`config.mk`:
```
export PLATFORM = sky130hd
export DESIGN_NAME = binned_threshold_fraction
export DESIGN_NICKNAME = d
export VERILOG_FILES = /design/src/btf_pkg.sv /design/src/binned_threshold_fraction.sv /design/src/btf_ram.sv /design/src/btf_front.sv /design/src/btf_queue.sv /design/src/btf_back.sv
export SDC_FILE = /design/constraint.sdc
export NUM_CORES = 2
export LEC_CHECK = 0
export BUFFER_PORTS_ARGS = -buffer_cell sky130_fd_sc_hd__buf_4
export CORE_MARGIN = 3
export CORE_UTILIZATION = 40
export DETAILED_ROUTE_END_ITERATION = 12
export GPL_TIMING_DRIVEN = 0
export HOLD_SLACK_MARGIN = 0.15
export SLEW_MARGIN = 20
export SYNTH_ARGS = -nofsm -noshare
export SYNTH_HDL_FRONTEND = slang
export SYNTH_HIERARCHICAL = 1
export SYNTH_SLANG_ARGS = --single-unit
```
`constraint.sdc`:
```
create_clock -name clk_i -period 11.3 [get_ports clk_i]
set_clock_uncertainty 0.05 [all_clocks]
set_input_delay 0.565 -clock clk_i [delete_from_list [all_inputs] [get_ports clk_i]]
set_output_delay 0.565 -clock clk_i [all_outputs]
set_load 0.02 [all_outputs]
```
`src/btf_pkg.sv`:
```
// Shared constants, codes and the close record for the binned threshold fraction block.
// No dependencies; every other file in src but btf_ram imports this package.
package btf_pkg;

  // Bin storage: one edge more than the number of bins.
  localparam int unsigned MAX_BINS   = 16;
  localparam int unsigned EDGE_DEPTH = MAX_BINS + 1;
  localparam int unsigned EDGE_AW    = $clog2(EDGE_DEPTH);

  // Field widths.
  localparam int unsigned EDGE_W     = 32;
  localparam int unsigned DT_W       = 32;
  localparam int unsigned DM_W       = 16;
  localparam int unsigned THR_W      = 16;
  localparam int unsigned BINS_W     = 7;
  localparam int unsigned IDX_W      = 7;
  localparam int unsigned BIN_W      = 6;
  localparam int unsigned CNT_W      = 20;
  localparam int unsigned FRAC_W     = 17;
  localparam int unsigned CFG_IDX_W  = 1;
  localparam int unsigned CFG_DATA_W = 16;

  // Depth of the queue between the sequencer and the divider.
  localparam int unsigned QUEUE_DEPTH = 4;

  localparam logic [CNT_W-1:0]  CNT_MAX    = '1;
  localparam logic [BINS_W-1:0] BINS_RESET = BINS_W'(16);
  localparam logic [BINS_W-1:0] BINS_LIMIT = BINS_W'(MAX_BINS);
  localparam logic [IDX_W-1:0]  IDX_LIMIT  = IDX_W'(MAX_BINS);

  // Item modes.
  localparam logic MODE_EDGE = 1'b0;
  localparam logic MODE_PAIR = 1'b1;

  // Configuration register indexes.
  localparam logic [CFG_IDX_W-1:0] REG_THRESHOLD   = 1'b0;
  localparam logic [CFG_IDX_W-1:0] REG_BINS_IN_USE = 1'b1;

  // One closed bin on its way to the divider.
  typedef struct packed {
    logic [BIN_W-1:0] bin_index;
    logic [CNT_W-1:0] pair_count;
    logic [CNT_W-1:0] high_count;
    logic             run_last;
  } btf_close_t;

endpackage

```
`src/binned_threshold_fraction.sv`:
```
// Top level of the binned threshold fraction block: sequencer, queue and divider.
// Depends on btf_pkg, btf_front, btf_queue and btf_back.
//
//   Channel   Signals                          Direction   Transfer when
//   ------    -------------------------------  ---------   --------------------------
//   cfg       cfg_we_i, cfg_index_i, _wdata_i  in          cfg_we_i high
//   in        in_valid_i / in_ready_o + fields in          in_valid_i && in_ready_o
//   out       out_valid_o / out_ready_i + flds out         out_valid_o && out_ready_i
//
// An edge write is taken in the idle state. A pair passes the sequencer states check,
// compare and tail when it stays in its bin and check and tail when it is skipped,
// plus a check and a compare per bin that it passes (one edge-RAM read each), a tail
// step per bin that a last pair flushes, and a flush step to queue the final bin.
// Each closed bin passes through the divider (17 quotient bits, one per cycle),
// which runs behind a 4-entry queue so the sequencer stalls only when that queue fills.
// Reset is asynchronous and active low; the edge table holds no reset value and must be
// written before pairs arrive. A stalled output holds the finished result in its register.
module binned_threshold_fraction import btf_pkg::*; (
  input  logic                  clk_i,
  input  logic                  rst_ni,
  input  logic                  cfg_we_i,
  input  logic [CFG_IDX_W-1:0]  cfg_index_i,
  input  logic [CFG_DATA_W-1:0] cfg_wdata_i,
  input  logic                  in_valid_i,
  output logic                  in_ready_o,
  input  logic                  mode_i,
  input  logic [IDX_W-1:0]      edge_index_i,
  input  logic [EDGE_W-1:0]     edge_value_i,
  input  logic [DT_W-1:0]       delta_t_i,
  input  logic [DM_W-1:0]       delta_m_i,
  input  logic                  last_pair_i,
  output logic                  out_valid_o,
  input  logic                  out_ready_i,
  output logic [BIN_W-1:0]      bin_index_o,
  output logic [CNT_W-1:0]      pair_count_o,
  output logic [CNT_W-1:0]      high_count_o,
  output logic [FRAC_W-1:0]     fraction_o,
  output logic                  bin_empty_o,
  output logic                  run_last_o
);

  logic       push;
  btf_close_t push_data;
  logic       push_ready;
  logic       pop_valid;
  logic       pop_ready;
  btf_close_t pop_data;

  // Sequencer: accepts items and closes bins.
  btf_front u_front (
    .clk_i        (clk_i),
    .rst_ni       (rst_ni),
    .cfg_we_i     (cfg_we_i),
    .cfg_index_i  (cfg_index_i),
    .cfg_wdata_i  (cfg_wdata_i),
    .in_valid_i   (in_valid_i),
    .in_ready_o   (in_ready_o),
    .mode_i       (mode_i),
    .edge_index_i (edge_index_i),
    .edge_value_i (edge_value_i),
    .delta_t_i    (delta_t_i),
    .delta_m_i    (delta_m_i),
    .last_pair_i  (last_pair_i),
    .push_o       (push),
    .push_data_o  (push_data),
    .q_ready_i    (push_ready)
  );

  // Queue of closed bins.
  btf_queue u_queue (
    .clk_i        (clk_i),
    .rst_ni       (rst_ni),
    .push_i       (push),
    .push_data_i  (push_data),
    .push_ready_o (push_ready),
    .pop_valid_o  (pop_valid),
    .pop_ready_i  (pop_ready),
    .pop_data_o   (pop_data)
  );

  // Divider and result register.
  btf_back u_back (
    .clk_i        (clk_i),
    .rst_ni       (rst_ni),
    .q_valid_i    (pop_valid),
    .q_data_i     (pop_data),
    .q_pop_o      (pop_ready),
    .out_valid_o  (out_valid_o),
    .out_ready_i  (out_ready_i),
    .bin_index_o  (bin_index_o),
    .pair_count_o (pair_count_o),
    .high_count_o (high_count_o),
    .fraction_o   (fraction_o),
    .bin_empty_o  (bin_empty_o),
    .run_last_o   (run_last_o)
  );

  // An empty bin reports a zero fraction.
  assert property (@(posedge clk_i) disable iff (!rst_ni)
    out_valid_o && bin_empty_o |-> fraction_o == '0)
    else $error("empty bin with nonzero fraction");

  // High pairs are a subset of the bin's pairs.
  assert property (@(posedge clk_i) disable iff (!rst_ni)
    out_valid_o |-> high_count_o <= pair_count_o)
    else $error("high count exceeds pair count");

  // The fraction never exceeds one in Q1.16.
  assert property (@(posedge clk_i) disable iff (!rst_ni)
    out_valid_o |-> fraction_o <= FRAC_W'(65536))
    else $error("fraction above one");

  // The sequencer never pushes into a full queue.
  assert property (@(posedge clk_i) disable iff (!rst_ni)
    push |-> push_ready)
    else $error("push into full queue");

endmodule

```
`src/btf_ram.sv`:
```
// Generic single-write, single-read RAM with a registered read port.
// No dependencies.
module btf_ram #(
  parameter int unsigned WIDTH = 32,
  parameter int unsigned DEPTH = 17,
  localparam int unsigned AW = (DEPTH > 1) ? $clog2(DEPTH) : 1
) (
  input  logic             clk_i,
  input  logic             we_i,
  input  logic [AW-1:0]    waddr_i,
  input  logic [WIDTH-1:0] wdata_i,
  input  logic [AW-1:0]    raddr_i,
  output logic [WIDTH-1:0] rdata_o
);

  logic [WIDTH-1:0] mem [DEPTH];
  logic [WIDTH-1:0] rdata_q;

  // Write port and registered read port.
  always_ff @(posedge clk_i) begin
    if (we_i) begin
      mem[waddr_i] <= wdata_i;
    end
    rdata_q <= mem[raddr_i];
  end

  assign rdata_o = rdata_q;

endmodule

```
`src/btf_front.sv`:
```
// Front part: configuration registers, edge table, bin sequencer and counters.
// Depends on btf_pkg and btf_ram; emits closed bins toward btf_queue.
module btf_front import btf_pkg::*; (
  input  logic                  clk_i,
  input  logic                  rst_ni,
  input  logic                  cfg_we_i,
  input  logic [CFG_IDX_W-1:0]  cfg_index_i,
  input  logic [CFG_DATA_W-1:0] cfg_wdata_i,
  input  logic                  in_valid_i,
  output logic                  in_ready_o,
  input  logic                  mode_i,
  input  logic [IDX_W-1:0]      edge_index_i,
  input  logic [EDGE_W-1:0]     edge_value_i,
  input  logic [DT_W-1:0]       delta_t_i,
  input  logic [DM_W-1:0]       delta_m_i,
  input  logic                  last_pair_i,
  output logic                  push_o,
  output btf_close_t            push_data_o,
  input  logic                  q_ready_i
);

  typedef enum logic [2:0] {
    S_IDLE,
    S_CHECK,
    S_CMP,
    S_TAIL,
    S_FLUSH
  } state_e;

  state_e            state_q, state_d;
  logic [THR_W-1:0]  thr_q;
  logic [BINS_W-1:0] bins_q;
  logic [EDGE_W-1:0] edge0_q, edge0_d;
  logic [BIN_W-1:0]  cur_q, cur_d;
  logic [CNT_W-1:0]  pairs_q, pairs_d;
  logic [CNT_W-1:0]  highs_q, highs_d;
  logic              done_q, done_d;
  logic [DT_W-1:0]   dt_q, dt_d;
  logic [DM_W-1:0]   dm_q, dm_d;
  logic              last_q, last_d;
  logic              pend_valid_q, pend_valid_d;
  btf_close_t        pend_q, pend_d;

  logic [BINS_W-1:0]  n_bins;
  logic [BINS_W-1:0]  cur_ext;
  logic [BIN_W-1:0]   cur_inc;
  logic               ram_we;
  logic [EDGE_AW-1:0] ram_raddr;
  logic [EDGE_W-1:0]  ram_rdata;
  logic               can_close;
  logic               cur_below_n;

  // Number of bins in use, clamped to the supported range.
  always_comb begin
    if (bins_q == '0) begin
      n_bins = BINS_W'(1);
    end else if (bins_q > BINS_LIMIT) begin
      n_bins = BINS_LIMIT;
    end else begin
      n_bins = bins_q;
    end
  end

  assign cur_ext     = {1'b0, cur_q};
  assign cur_inc     = cur_q + BIN_W'(1);
  assign cur_below_n = cur_ext < n_bins;

  // The upper edge of the current bin is read every cycle.
  assign ram_raddr = EDGE_AW'(cur_inc);

  btf_ram #(
    .WIDTH (EDGE_W),
    .DEPTH (EDGE_DEPTH)
  ) u_edge_ram (
    .clk_i   (clk_i),
    .we_i    (ram_we),
    .waddr_i (EDGE_AW'(edge_index_i)),
    .wdata_i (edge_value_i),
    .raddr_i (ram_raddr),
    .rdata_o (ram_rdata)
  );

  // A close needs room for the previously closed bin, which moves on to the queue.
  assign can_close  = !pend_valid_q || q_ready_i;
  assign in_ready_o = (state_q == S_IDLE);

  // Sequencer next-state logic.
  always_comb begin
    state_d      = state_q;
    edge0_d      = edge0_q;
    cur_d        = cur_q;
    pairs_d      = pairs_q;
    highs_d      = highs_q;
    done_d       = done_q;
    dt_d         = dt_q;
    dm_d         = dm_q;
    last_d       = last_q;
    pend_valid_d = pend_valid_q;
    pend_d       = pend_q;
    ram_we       = 1'b0;
    push_o       = 1'b0;
    push_data_o  = pend_q;
    push_data_o.run_last = 1'b0;

    unique case (state_q)
      S_IDLE: begin
        if (in_valid_i) begin
          if (mode_i == MODE_EDGE) begin
            // Out-of-range edge writes are dropped.
            if (edge_index_i <= IDX_LIMIT) begin
              ram_we = 1'b1;
              if (edge_index_i == '0) begin
                edge0_d = edge_value_i;
              end
            end
          end else begin
            dt_d    = delta_t_i;
            dm_d    = delta_m_i;
            last_d  = last_pair_i;
            state_d = S_CHECK;
          end
        end
      end

      S_CHECK: begin
        if (!cur_below_n) begin
          done_d  = 1'b1;
          state_d = S_TAIL;
        end else if (done_q || dt_q < edge0_q) begin
          state_d = S_TAIL;
        end else begin
          state_d = S_CMP;
        end
      end

      S_CMP: begin
        if (dt_q >= ram_rdata) begin
          // The pair lies past this bin: close it and look at the next one.
          if (can_close) begin
            push_o       = pend_valid_q;
            pend_d       = '{bin_index: cur_q, pair_count: pairs_q,
                             high_count: highs_q, run_last: 1'b0};
            pend_valid_d = 1'b1;
            cur_d        = cur_inc;
            pairs_d      = '0;
            highs_d      = '0;
            state_d      = S_CHECK;
          end
        end else begin
          // The pair falls in this bin; counts saturate.
          if (pairs_q != CNT_MAX) begin
            pairs_d = pairs_q + CNT_W'(1);
          end
          if (dm_q > thr_q && highs_q != CNT_MAX) begin
            highs_d = highs_q + CNT_W'(1);
          end
          state_d = S_TAIL;
        end
      end

      S_TAIL: begin
        if (last_q && !done_q && cur_below_n) begin
          // End of data set: close the remaining bins one per cycle while the queue has room.
          if (can_close) begin
            push_o       = pend_valid_q;
            pend_d       = '{bin_index: cur_q, pair_count: pairs_q,
                             high_count: highs_q, run_last: 1'b0};
            pend_valid_d = 1'b1;
            cur_d        = cur_inc;
            pairs_d      = '0;
            highs_d      = '0;
          end
        end else begin
          if (last_q) begin
            cur_d   = '0;
            pairs_d = '0;
            highs_d = '0;
            done_d  = 1'b0;
          end
          state_d = pend_valid_q ? S_FLUSH : S_IDLE;
        end
      end

      S_FLUSH: begin
        // The held bin is the final result of this item.
        if (q_ready_i) begin
          push_o               = 1'b1;
          push_data_o.run_last = 1'b1;
          pend_valid_d         = 1'b0;
          state_d              = S_IDLE;
        end
      end

      default: begin
        state_d = S_IDLE;
      end
    endcase
  end

  // State, configuration and counter registers.
  always_ff @(posedge clk_i or negedge rst_ni) begin
    if (!rst_ni) begin
      state_q      <= S_IDLE;
      thr_q        <= '0;
      bins_q       <= BINS_RESET;
      edge0_q      <= '0;
      cur_q        <= '0;
      pairs_q      <= '0;
      highs_q      <= '0;
      done_q       <= 1'b0;
      dt_q         <= '0;
      dm_q         <= '0;
      last_q       <= 1'b0;
      pend_valid_q <= 1'b0;
      pend_q       <= '0;
    end else begin
      state_q      <= state_d;
      edge0_q      <= edge0_d;
      cur_q        <= cur_d;
      pairs_q      <= pairs_d;
      highs_q      <= highs_d;
      done_q       <= done_d;
      dt_q         <= dt_d;
      dm_q         <= dm_d;
      last_q       <= last_d;
      pend_valid_q <= pend_valid_d;
      pend_q       <= pend_d;
      if (cfg_we_i) begin
        unique case (cfg_index_i)
          REG_THRESHOLD:   thr_q  <= cfg_wdata_i[THR_W-1:0];
          REG_BINS_IN_USE: bins_q <= cfg_wdata_i[BINS_W-1:0];
          default:         thr_q  <= thr_q;
        endcase
      end
    end
  end

endmodule

```
`src/btf_queue.sv`:
```
// Small FIFO of closed bins between the sequencer and the divider.
// Depends on btf_pkg.
module btf_queue import btf_pkg::*; (
  input  logic       clk_i,
  input  logic       rst_ni,
  input  logic       push_i,
  input  btf_close_t push_data_i,
  output logic       push_ready_o,
  output logic       pop_valid_o,
  input  logic       pop_ready_i,
  output btf_close_t pop_data_o
);

  localparam int unsigned PTR_W = $clog2(QUEUE_DEPTH);
  localparam int unsigned CNT_QW = $clog2(QUEUE_DEPTH + 1);

  btf_close_t          entries [QUEUE_DEPTH];
  logic [PTR_W-1:0]    wr_ptr_q, rd_ptr_q;
  logic [CNT_QW-1:0]   count_q;
  logic                do_push, do_pop;

  assign push_ready_o = count_q != CNT_QW'(QUEUE_DEPTH);
  assign pop_valid_o  = count_q != '0;
  assign pop_data_o   = entries[rd_ptr_q];
  assign do_push      = push_i && push_ready_o;
  assign do_pop       = pop_valid_o && pop_ready_i;

  // Entry storage.
  always_ff @(posedge clk_i) begin
    if (do_push) begin
      entries[wr_ptr_q] <= push_data_i;
    end
  end

  // Pointers and fill count.
  always_ff @(posedge clk_i or negedge rst_ni) begin
    if (!rst_ni) begin
      wr_ptr_q <= '0;
      rd_ptr_q <= '0;
      count_q  <= '0;
    end else begin
      if (do_push) begin
        wr_ptr_q <= wr_ptr_q + PTR_W'(1);
      end
      if (do_pop) begin
        rd_ptr_q <= rd_ptr_q + PTR_W'(1);
      end
      if (do_push && !do_pop) begin
        count_q <= count_q + CNT_QW'(1);
      end else if (do_pop && !do_push) begin
        count_q <= count_q - CNT_QW'(1);
      end
    end
  end

endmodule

```
`src/btf_back.sv`:
```
// Back part: bit-serial divider for the Q1.16 fraction and the result register.
// Depends on btf_pkg; takes closed bins from btf_queue.
module btf_back import btf_pkg::*; (
  input  logic              clk_i,
  input  logic              rst_ni,
  input  logic              q_valid_i,
  input  btf_close_t        q_data_i,
  output logic              q_pop_o,
  output logic              out_valid_o,
  input  logic              out_ready_i,
  output logic [BIN_W-1:0]  bin_index_o,
  output logic [CNT_W-1:0]  pair_count_o,
  output logic [CNT_W-1:0]  high_count_o,
  output logic [FRAC_W-1:0] fraction_o,
  output logic              bin_empty_o,
  output logic              run_last_o
);

  localparam int unsigned NUM_W  = CNT_W + FRAC_W + 1;
  localparam int unsigned REM_W  = CNT_W + 1;
  localparam int unsigned STEP_W = $clog2(FRAC_W);

  typedef enum logic [1:0] {
    B_IDLE,
    B_DIV,
    B_DONE
  } state_e;

  state_e            state_q;
  btf_close_t        rec_q;
  logic [REM_W-1:0]  rem_q;
  logic [FRAC_W-1:0] quo_q;
  logic [REM_W-1:0]  dsr_q;
  logic [STEP_W-1:0] step_q;

  logic [NUM_W-1:0]  num;
  logic [REM_W:0]    trial;
  logic [REM_W:0]    diff;
  logic              ge;
  logic              empty;
  logic              load_out;

  // Numerator high_count * 2^17 + pair_count; the divisor is 2 * pair_count,
  // which rounds the quotient to nearest with halves up.
  assign num = {1'b0, q_data_i.high_count, {FRAC_W{1'b0}}} + NUM_W'(q_data_i.pair_count);

  // One restoring division step per cycle.
  assign trial = {rem_q, quo_q[FRAC_W-1]};
  assign ge    = trial >= {1'b0, dsr_q};
  assign diff  = trial - {1'b0, dsr_q};
  assign empty = rec_q.pair_count == '0;

  assign q_pop_o = (state_q == B_IDLE) && q_valid_i;

  // A finished result enters the output register once the previous one has been taken.
  assign load_out = (state_q == B_DONE) && (!out_valid_o || out_ready_i);

  // Divider sequencer and output register.
  always_ff @(posedge clk_i or negedge rst_ni) begin
    if (!rst_ni) begin
      state_q      <= B_IDLE;
      rec_q        <= '0;
      rem_q        <= '0;
      quo_q        <= '0;
      dsr_q        <= '0;
      step_q       <= '0;
      out_valid_o  <= 1'b0;
      bin_index_o  <= '0;
      pair_count_o <= '0;
      high_count_o <= '0;
      fraction_o   <= '0;
      bin_empty_o  <= 1'b0;
      run_last_o   <= 1'b0;
    end else begin
      if (load_out) begin
        out_valid_o <= 1'b1;
      end else if (out_valid_o && out_ready_i) begin
        out_valid_o <= 1'b0;
      end
      unique case (state_q)
        B_IDLE: begin
          if (q_valid_i) begin
            rec_q   <= q_data_i;
            rem_q   <= num[NUM_W-1:FRAC_W];
            quo_q   <= num[FRAC_W-1:0];
            dsr_q   <= {q_data_i.pair_count, 1'b0};
            step_q  <= STEP_W'(FRAC_W - 1);
            state_q <= B_DIV;
          end
        end
        B_DIV: begin
          rem_q <= ge ? diff[REM_W-1:0] : trial[REM_W-1:0];
          quo_q <= {quo_q[FRAC_W-2:0], ge};
          if (step_q == '0) begin
            state_q <= B_DONE;
          end else begin
            step_q <= step_q - STEP_W'(1);
          end
        end
        B_DONE: begin
          // Load the result fields together with the valid flag above.
          if (load_out) begin
            bin_index_o  <= rec_q.bin_index;
            pair_count_o <= rec_q.pair_count;
            high_count_o <= rec_q.high_count;
            fraction_o   <= empty ? '0 : quo_q;
            bin_empty_o  <= empty;
            run_last_o   <= rec_q.run_last;
            state_q      <= B_IDLE;
          end
        end
        default: begin
          state_q <= B_IDLE;
        end
      endcase
    end
  end

endmodule
```
Word-level counts from Yosys, hierarchy flattened:

Memory sizes are Yosys's and may differ from the RTL's. A register that Yosys moved wholly into a read port is not among the register bits.
Cells that the tools add are included.

* memories: 2
* input bits: 111
* output and inout bits: 67
* latch bits: 0
* flip-flop bits (word level): 367
* ROM bits: 0
* RAM bits: 732
* logic and storage cells: 199

* shifts and indexed selects: 0
* magnitude comparators: 7
* div/mod/pow operators: 0
* muxes and demuxes: 72
* multipliers: 0
* reductions and logical operators: 47
* add/subtract/negate cells: 10
* bitwise gates (word level): 2
* equality and inequality tests: 25

Memories
* u_front.u_edge_ram.mem: depth 17, bits a word 32, read ports 1, clocked after memory_dff 1, wr ports 1, RTL line btf_ram.sv:16 `logic [WIDTH-1:0] mem [DEPTH];`
* u_queue.entries: depth 4, bits a word 47, read ports 1, clocked after memory_dff 0, wr ports 1, RTL line btf_queue.sv:17 `btf_close_t entries [QUEUE_DEPTH];`

Operator list (count)
* 20-bit two-way mux: 9
* 47-bit two-way mux: 3
* 47-bit one-hot mux with 2 select lines: 1
* 20-bit one-hot mux with 2 select lines: 2
* 21-bit two-way mux: 2
* 21-bit one-hot mux with 2 select lines: 1
* 20-bit by 1-bit adder with 20-bit output (second input constant): 2
* 20-bit != test (second input constant): 2
* 37-bit by 20-bit adder with 38-bit output: 1
* 17-bit two-way mux: 2
* 17-bit one-hot mux with 2 select lines: 1
* 32-bit greater-or-equal comparator: 1
* 32-bit < comparator: 1
* 3-bit two-way mux: 10
* 6-bit two-way mux: 4
* 1-bit two-way mux: 23
* 22-bit by 21-bit greater-or-equal comparator with 1-bit output: 1
* 3-bit AND reduction: 7
* 21-bit subtractor: 1
* 20-bit logical NOT: 1
* 16-bit greater-than comparator: 1
* 2-bit by 1-bit != test with 1-bit output (second input constant): 8
* 3-bit one-hot mux with 5 select lines: 1
* 7-bit logical NOT: 2
* 37 further kinds: 76

Longest topological paths before layout:

* depth after elaboration: 12
* depth in mapped cells: 18
* mapped depth without buffers: 18

Cells and area by module:

The synthesis kept the hierarchy.

By module, submodules not included
* btf_ram: times used 1, cells an instance 913, area an instance 21597.0 µm², sequential area each 16976.3 µm²
* btf_front: times used 1, cells an instance 1037, area an instance 10646.5 µm², sequential area each 5031.1 µm²
* btf_back: times used 1, cells an instance 785, area an instance 7658.6 µm², sequential area each 3953.8 µm²
* btf_queue: times used 1, cells an instance 281, area an instance 7214.4 µm², sequential area each 5820.6 µm²

Worst setup path after synthesis:

No wires, ideal clock.

* path kind: register to register
* from: register u_front.state_q[1]
* to: memory u_front.u_edge_ram.mem[4][0] (enable)
* clock period less this slack: 4534 ps
* stages on the path, launching flop included: 8
* library setup time: 461 ps
* data required time: 10789 ps
* data arrival time: 4023 ps
* setup slack: 6766 ps
* path buffers: 1
* cell sequence: dfrtp_1 -> buf_2 -> nor3_1 -> nand3_1 -> a21oi_1 -> nor2b_1 -> nand2_1 -> nor3_1

* longest elaborated chain between the ends: 4

RTL lines
* from (decl): RTL line btf_front.sv:30 `state_e state_q, state_d;`
* from (signal assigned): RTL line btf_front.sv:217 `state_q <= state_d;`
* 3-bit logical NOT
* net in_ready_o: RTL line binned_threshold_fraction.sv:25 `output logic in_ready_o,`
* 1-bit two-way mux: RTL line btf_front.sv:105 `unique case (state_q)`
* net u_front.ram_we: RTL line btf_front.sv:47 `logic ram_we;`
* 1-bit two-way mux: RTL line btf_ram.sv:21 `if (we_i) begin`
* 1-bit two-way mux (implied by the code): RTL line btf_ram.sv:22 `mem[waddr_i] <= wdata_i;`
* to (decl): RTL line btf_ram.sv:16

The timed path passes the listed nets, and every way through them passes these cells.

Worst setup path after layout:

* from: register u_front.dt_q[30]
* to: register u_queue.count_q[2]

* longest elaborated chain between the ends: 7
* elaborated cells on any way between the ends: 9
* classes of those cells: order compare (1); mux (3); reduce/logical (5)

RTL lines
* from (decl): RTL line btf_front.sv:38 `logic [DT_W-1:0] dt_q, dt_d;`
* from (signal assigned): RTL line btf_front.sv:223 `dt_q <= dt_d;`
* 32-bit greater-or-equal comparator *: RTL line btf_front.sv:137 `if (dt_q >= ram_rdata) begin`
* 1-bit two-way mux *: RTL line btf_front.sv:137
* 1-bit one-hot mux with 3 select lines *: RTL line btf_front.sv:105
* net push: RTL line binned_threshold_fraction.sv:42 `logic push;`
* 1-bit logical AND *: RTL line btf_queue.sv:25 `assign do_push = push_i && push_ready_o;`
* net u_queue.do_push: RTL line btf_queue.sv:20 `logic do_push, do_pop;`
* 1-bit logical NOT: RTL line btf_queue.sv:50 `end else if (do_pop && !do_push) begin`
* 1-bit logical AND: RTL line btf_queue.sv:50
* 2-bit nonzero test (no source line)
* to (signal assigned): RTL line btf_queue.sv:49 `count_q <= count_q + CNT_QW'(1);`
* to (signal assigned): RTL line btf_queue.sv:51 `count_q <= count_q - CNT_QW'(1);`
* to (decl): RTL line btf_queue.sv:19 `logic [CNT_QW-1:0] count_q;`

The timed path passes the listed nets; every way through them passes the cells marked *.
A chain may end at the register's enable or synchronous reset.

==> tab_implementation.tex <==
\begin{tabular}{lr}
\hline
Metric & Value \\
\hline
\multicolumn{2}{l}{\textbf{Logic synthesis}} \\
\quad Top post-synthesis cells by count & sky130\_fd\_sc\_hd\_\_edfxtp\_1, sky130\_fd\_sc\_hd\_\_dfrtp\_1, sky130\_fd\_sc\_hd\_\_nand2\_1, sky130\_fd\_sc\_hd\_\_mux4\_2, sky130\_fd\_sc\_hd\_\_o21ai\_0 \\
\quad Synthesized net count & 3247 \\
\quad Sequential share of the synthesized area & 0.675 \\
\quad Biggest area contributors in the synthesized netlist & sky130\_fd\_sc\_hd\_\_edfxtp\_1, sky130\_fd\_sc\_hd\_\_dfrtp\_1, sky130\_fd\_sc\_hd\_\_mux4\_2, sky130\_fd\_sc\_hd\_\_mux2\_2, sky130\_fd\_sc\_hd\_\_ha\_1 \\
\quad Unique masters post-synth & 91 \\
\quad Mean instance size in the synthesized netlist & 15.6 sq um \\
\quad Most repeated cell in the gate-level netlist after synthesis & sky130\_fd\_sc\_hd\_\_edfxtp\_1 \\
\quad Post-synth EDFFs & 732 \\
\quad Area share of the largest cell type after synthesis & 0.467 \\
\quad Count of warnings emitted by yosys & 6 \\
\quad Post-Syn Instances & 3016 \\
\quad Largest area contributor in the netlist & sky130\_fd\_sc\_hd\_\_edfxtp\_1 \\
\quad Predominant post-synthesis flop cell & sky130\_fd\_sc\_hd\_\_edfxtp\_1 \\
\quad Total standard cell area after synthesis & 47100 sq um \\
\quad Async set-or-reset flop fraction in the synthesized netlist & 0.324 \\
\quad Number of register bits inferred by synthesis & 1130 \\
\multicolumn{2}{l}{\textbf{STA}} \\
\quad Final-report setup violation count & 0 \\
\quad Count of endpoints failing hold in the final timing report & 0 \\
\quad Peak clock frequency supported by timing & 201 MHz \\
\quad Max\_slew headroom & 0.241 \\
\quad Final period util & 0.439 \\
\quad Setup TNS & 0 ns \\
\quad Post-route worst hold slack & 0.233 ns \\
\quad Minimum setup slack in the final design & 6.34 ns \\
\quad Final period demand of the worst path & 4.96 ns \\
\quad Unrepaired setup endpoints after global routing & false \\
\quad Final slew viol count & 0 \\
\quad Measured slew at the worst slew-check pin & 1.13 ns \\
\multicolumn{2}{l}{\textbf{Global route}} \\
\quad First-pass GRT wire length & 175 mm \\
\quad Total overflow reported by the global router & 0 \\
\quad Combined global-route utilization of all metal layers & 0.190 \\
\quad Pin count of the biggest net entering global routing & 98 \\
\quad Number of antenna violations at the first check in global routing & 4 \\
\quad Number of global-route vias before repair & 28000 \\
\multicolumn{2}{l}{\textbf{Worst hold path}} \\
\quad Launch point of the worst hold path & edge\_index\_i[4] \\
\quad Worst hold path stage count & 4 \\
\quad WHS Endpoint & u\_front/edge0\_q[1] \\
\quad Hold Crit Class & in -> reg \\
\multicolumn{2}{l}{\textbf{Pwr}} \\
\quad Combinational share of power & 0.368 \\
\quad Power density over the cells & 265 nW/um\^{}2 \\
\quad Internal portion of total power & 9690 uW \\
\quad Net switching share of the total power & 0.347 \\
\quad VDD IR-drop max & 0.128 mV \\
\quad Static Leakage & 0.0214 uW \\
\quad Overall power after layout & 14800 uW \\
\quad Net switching power & 5160 uW \\
\quad Part of the power in the clock network & 0.253 \\
\quad Sequential share of power & 0.379 \\
\multicolumn{2}{l}{\textbf{Placed design}} \\
\quad Count of port buffers added during placement & 177 \\
\quad Worst setup timing slack at the placement stage & 6.28 ns \\
\quad Hpwl dp & 80.9 mm \\
\quad Last weighted congestion value of the routability-driven placer & 0.874 \\
\quad Placed Instance Area & 51300 sq um \\
\multicolumn{2}{l}{\textbf{Route}} \\
\quad Starting DRT DRC Count & 2434 \\
\quad Final routed DRC violation total & 0 \\
\quad Vias per cell & 5.37 \\
\quad Mean routed wirelength per cell & 22.7 um \\
\quad Routed Wire Length & 115 mm \\
\quad Vias & 27300 \\
\quad DR pass1 iterations & 5 \\
\quad DRT antenna net count & 0 \\
\multicolumn{2}{l}{\textbf{Clock network}} \\
\quad H-tree Lvls & 3 \\
\quad Clock-pin slew of the registers on the worst-case setup and hold paths & 0.06 ns \\
\quad Number of instances resized during post-cts repair & 0 \\
\quad Clock tree buffer depth & 3 \\
\quad Clock tree from TritonCTS & yes \\
\quad Number of buffers created by CTS & 115 \\
\quad Root buf cell & sky130\_fd\_sc\_hd\_\_clkbuf\_16 \\
\quad Latest clock arrival within the worst-skew pair & 0.72 ns \\
\quad Count of clock tree sinks & 1130 \\
\multicolumn{2}{l}{\textbf{Setup path}} \\
\quad Worst reg-to-reg path cell count & 17 \\
\quad Worst Path Max Fanout & 10 \\
\quad Kind of critical path & reg -> reg \\
\quad Category of the worst setup path launch point & flop \\
\quad Largest incremental delay on the critical path & 0.51 ns \\
\quad Element type at the critical path end & flop \\
\quad Req. time, crit path & 11.86 ns \\
\quad Cell breakdown of the critical path & ha\_1 -> nand4\_1 -> nor4\_2 -> nand2\_1 -> a21oi\_2 -> buf\_2 -> nor2\_1 -> o21ai\_0 -> nand4b\_1 -> a21boi\_0 -> a21boi\_2 -> ha\_1 -> inv\_1 -> fa\_1 -> xor2\_1 -> nor2\_1 -> xor2\_1 \\
\quad R2R Path Start & u\_front/dt\_q[30] \\
\quad Worst Path Arrival & 5.53 ns \\
\quad Worst reg-to-reg setup slack & 6.34 ns \\
\quad Critical-path top delay cell & sky130\_fd\_sc\_hd\_\_nor4\_2 \\
\quad Worst flop-to-flop path endpoint & u\_queue/count\_q[2] \\
\multicolumn{2}{l}{\textbf{Floorplan}} \\
\quad Initial standard-cell utilization of the core & 0.404 \\
\quad Die boundary height & 349 um \\
\quad Die Outline Area & 122000 sq um \\
\quad Num ports & 178 \\
\quad Floorplan core area & 117000 sq um \\
\quad \# rows & 125 \\
\quad Die boundary width & 349 um \\
\multicolumn{2}{l}{\textbf{Layout}} \\
\quad Filler cells & 9934 \\
\quad Area growth from synthesis to final layout & 19.1\% \\
\quad Total non-filler cell area in the finished layout & 56100 sq um \\
\quad Layout Nets & 3686 \\
\quad Share of final-layout standard cells stronger than drive strength 1 & 0.235 \\
\multicolumn{2}{l}{\textbf{Flow run}} \\
\quad Max-capacitance violation count & 0 \\
\multicolumn{2}{l}{\textbf{Run status}} \\
\quad Outcome & completed \\
\hline
\end{tabular}
[flip-flops by register name, indices dropped and copies added, names as in the netlist, 20 cells and up]
name / count
u_queue/entries: 188
u_front/highs_q: 20
u_back/high_count_o: 20
u_front/u_edge_ram/rdata_o: 32
u_front/pairs_q: 20
u_back/pair_count_o: 20
u_back/dsr_q: 20
u_front/u_edge_ram/mem: 544
u_back/rem_q: 21
u_back/rec_q: 27
u_front/push_data_o: 46
u_front/edge0_q: 32
u_front/dt_q: 32
[how the worst max path moves through the flow]
| stage | startpoint | end | slack, ns |
|---|---|---|---|
| after CTS | u_front/dt_q[28] | u_queue/count_q[2] | 6.22 |
| after global placement | u_front/state_q[1] | u_front/u_edge_ram/mem[0][3] | 3.74 |
| after floorplan | u_front/state_q[1] | u_front/u_edge_ram/mem[4][0] | 6.77 |
| after detailed placement | u_front/dt_q[28] | u_queue/count_q[2] | 6.28 |
| final | u_front/dt_q[30] | u_queue/count_q[2] | 6.34 |
| after global routing | u_front/dt_q[30] | u_queue/count_q[2] | 5.95 |
[logic make-up after synthesis]
group / share of synthesized area
AOI/OAI and AO/OA: 0.0681
xor gates and xnor gates: 0.00874
adders and majority gates: 0.0323
buffers and inverters: 0.0280
DFF: 0.675
muxes: 0.125
other: 0.0000796
and+or+nand+nor: 0.0630
[cell usage in the layout (no fill, tap or decap), drive strengths merged, types with 17 or more instances in the layout]
cell         netlist  routed
clkinv             0      38
mux2i             40      40
a21oi             80      80
a221oi            40      40
a21o              32      32
xor2              20      20
nor4              17      17
dfrtp            365     365
dfxtp             32      32
a22o              19      19
mux4             175     175
o22ai             35      35
clkbuf            54     215
nand2            307     307
buf               75     299
dlygate4sd3        0      98
xnor2             27      27
ha               117     117
a31oi             18      18
mux2             135     135
nor2             127     127
o21ai            157     157
edfxtp           732     732
nand4             23      23
nand3             55      55
a211oi            23      23
nor3              35      35
nand2b            17      17
inv              126     129
[layer usage]
layer | part of all wire | global-route usage
met5 | 0.00011 | 0
met3 | 0.052 | 0.0258
met1 | 0.43 | 0.258
met2 | 0.49 | 0.318
met4 | 0.028 | 0.0596
[through the flow]
stage | util | std cells
2_1_floorplan | - | 3016
3_3_place_gp | 0.432 | 4717
3_5_place_dp | 0.441 | 4764
4_1_cts | 0.481 | 5076
5_1_grt | 0.481 | 5076
6_report | 0.481 | 5080
[repair_timing]
item                                    4_1_cts  5_1_grt
setup buffers                                 0        0
hold buffers                                 98        0
endpoints found under the setup margin        0        0
endpoints found under the hold margin       703        0
[critical path, delay by kind of cell (launching register included)]
family                     cells  cell delay [ns]
AOI/OAI and AO/OA              4             1.50
and+or+nand+nor                6             1.30
buffers and inverters          2             0.36
xor gates and xnor gates       2             0.30
DFF                            1             0.40
adders and majority gates      3             0.95
[power groups by stage]
stage / logic, uW / registers, uW / clock network (uW)
after floorplan: 3820 / 5590 / 0
after global placement: 5390 / 5700 / 0
after detailed placement: 5450 / 5710 / 0
after CTS: 5500 / 5630 / 3850
after global routing: 5960 / 5710 / 4020
final: 5470 / 5620 / 3760
[area by class of cell]
type	count	area (sq um)	area share
Multi-Input combinational cell	1631	14100	0.252
Buffer	129	846	0.0151
Antenna cell	4	10.0	0.000178
Inverter	126	473	0.00843
Clock inverter	53	588	0.0105
Sequential cell	1130	31800	0.567
Timing Repair Buffer	322	3170	0.0566
Tap cell	1524	1910	0.0340
Clock buffer	161	3170	0.0565
No activity file was read; power rests on OpenSTA's default activity.
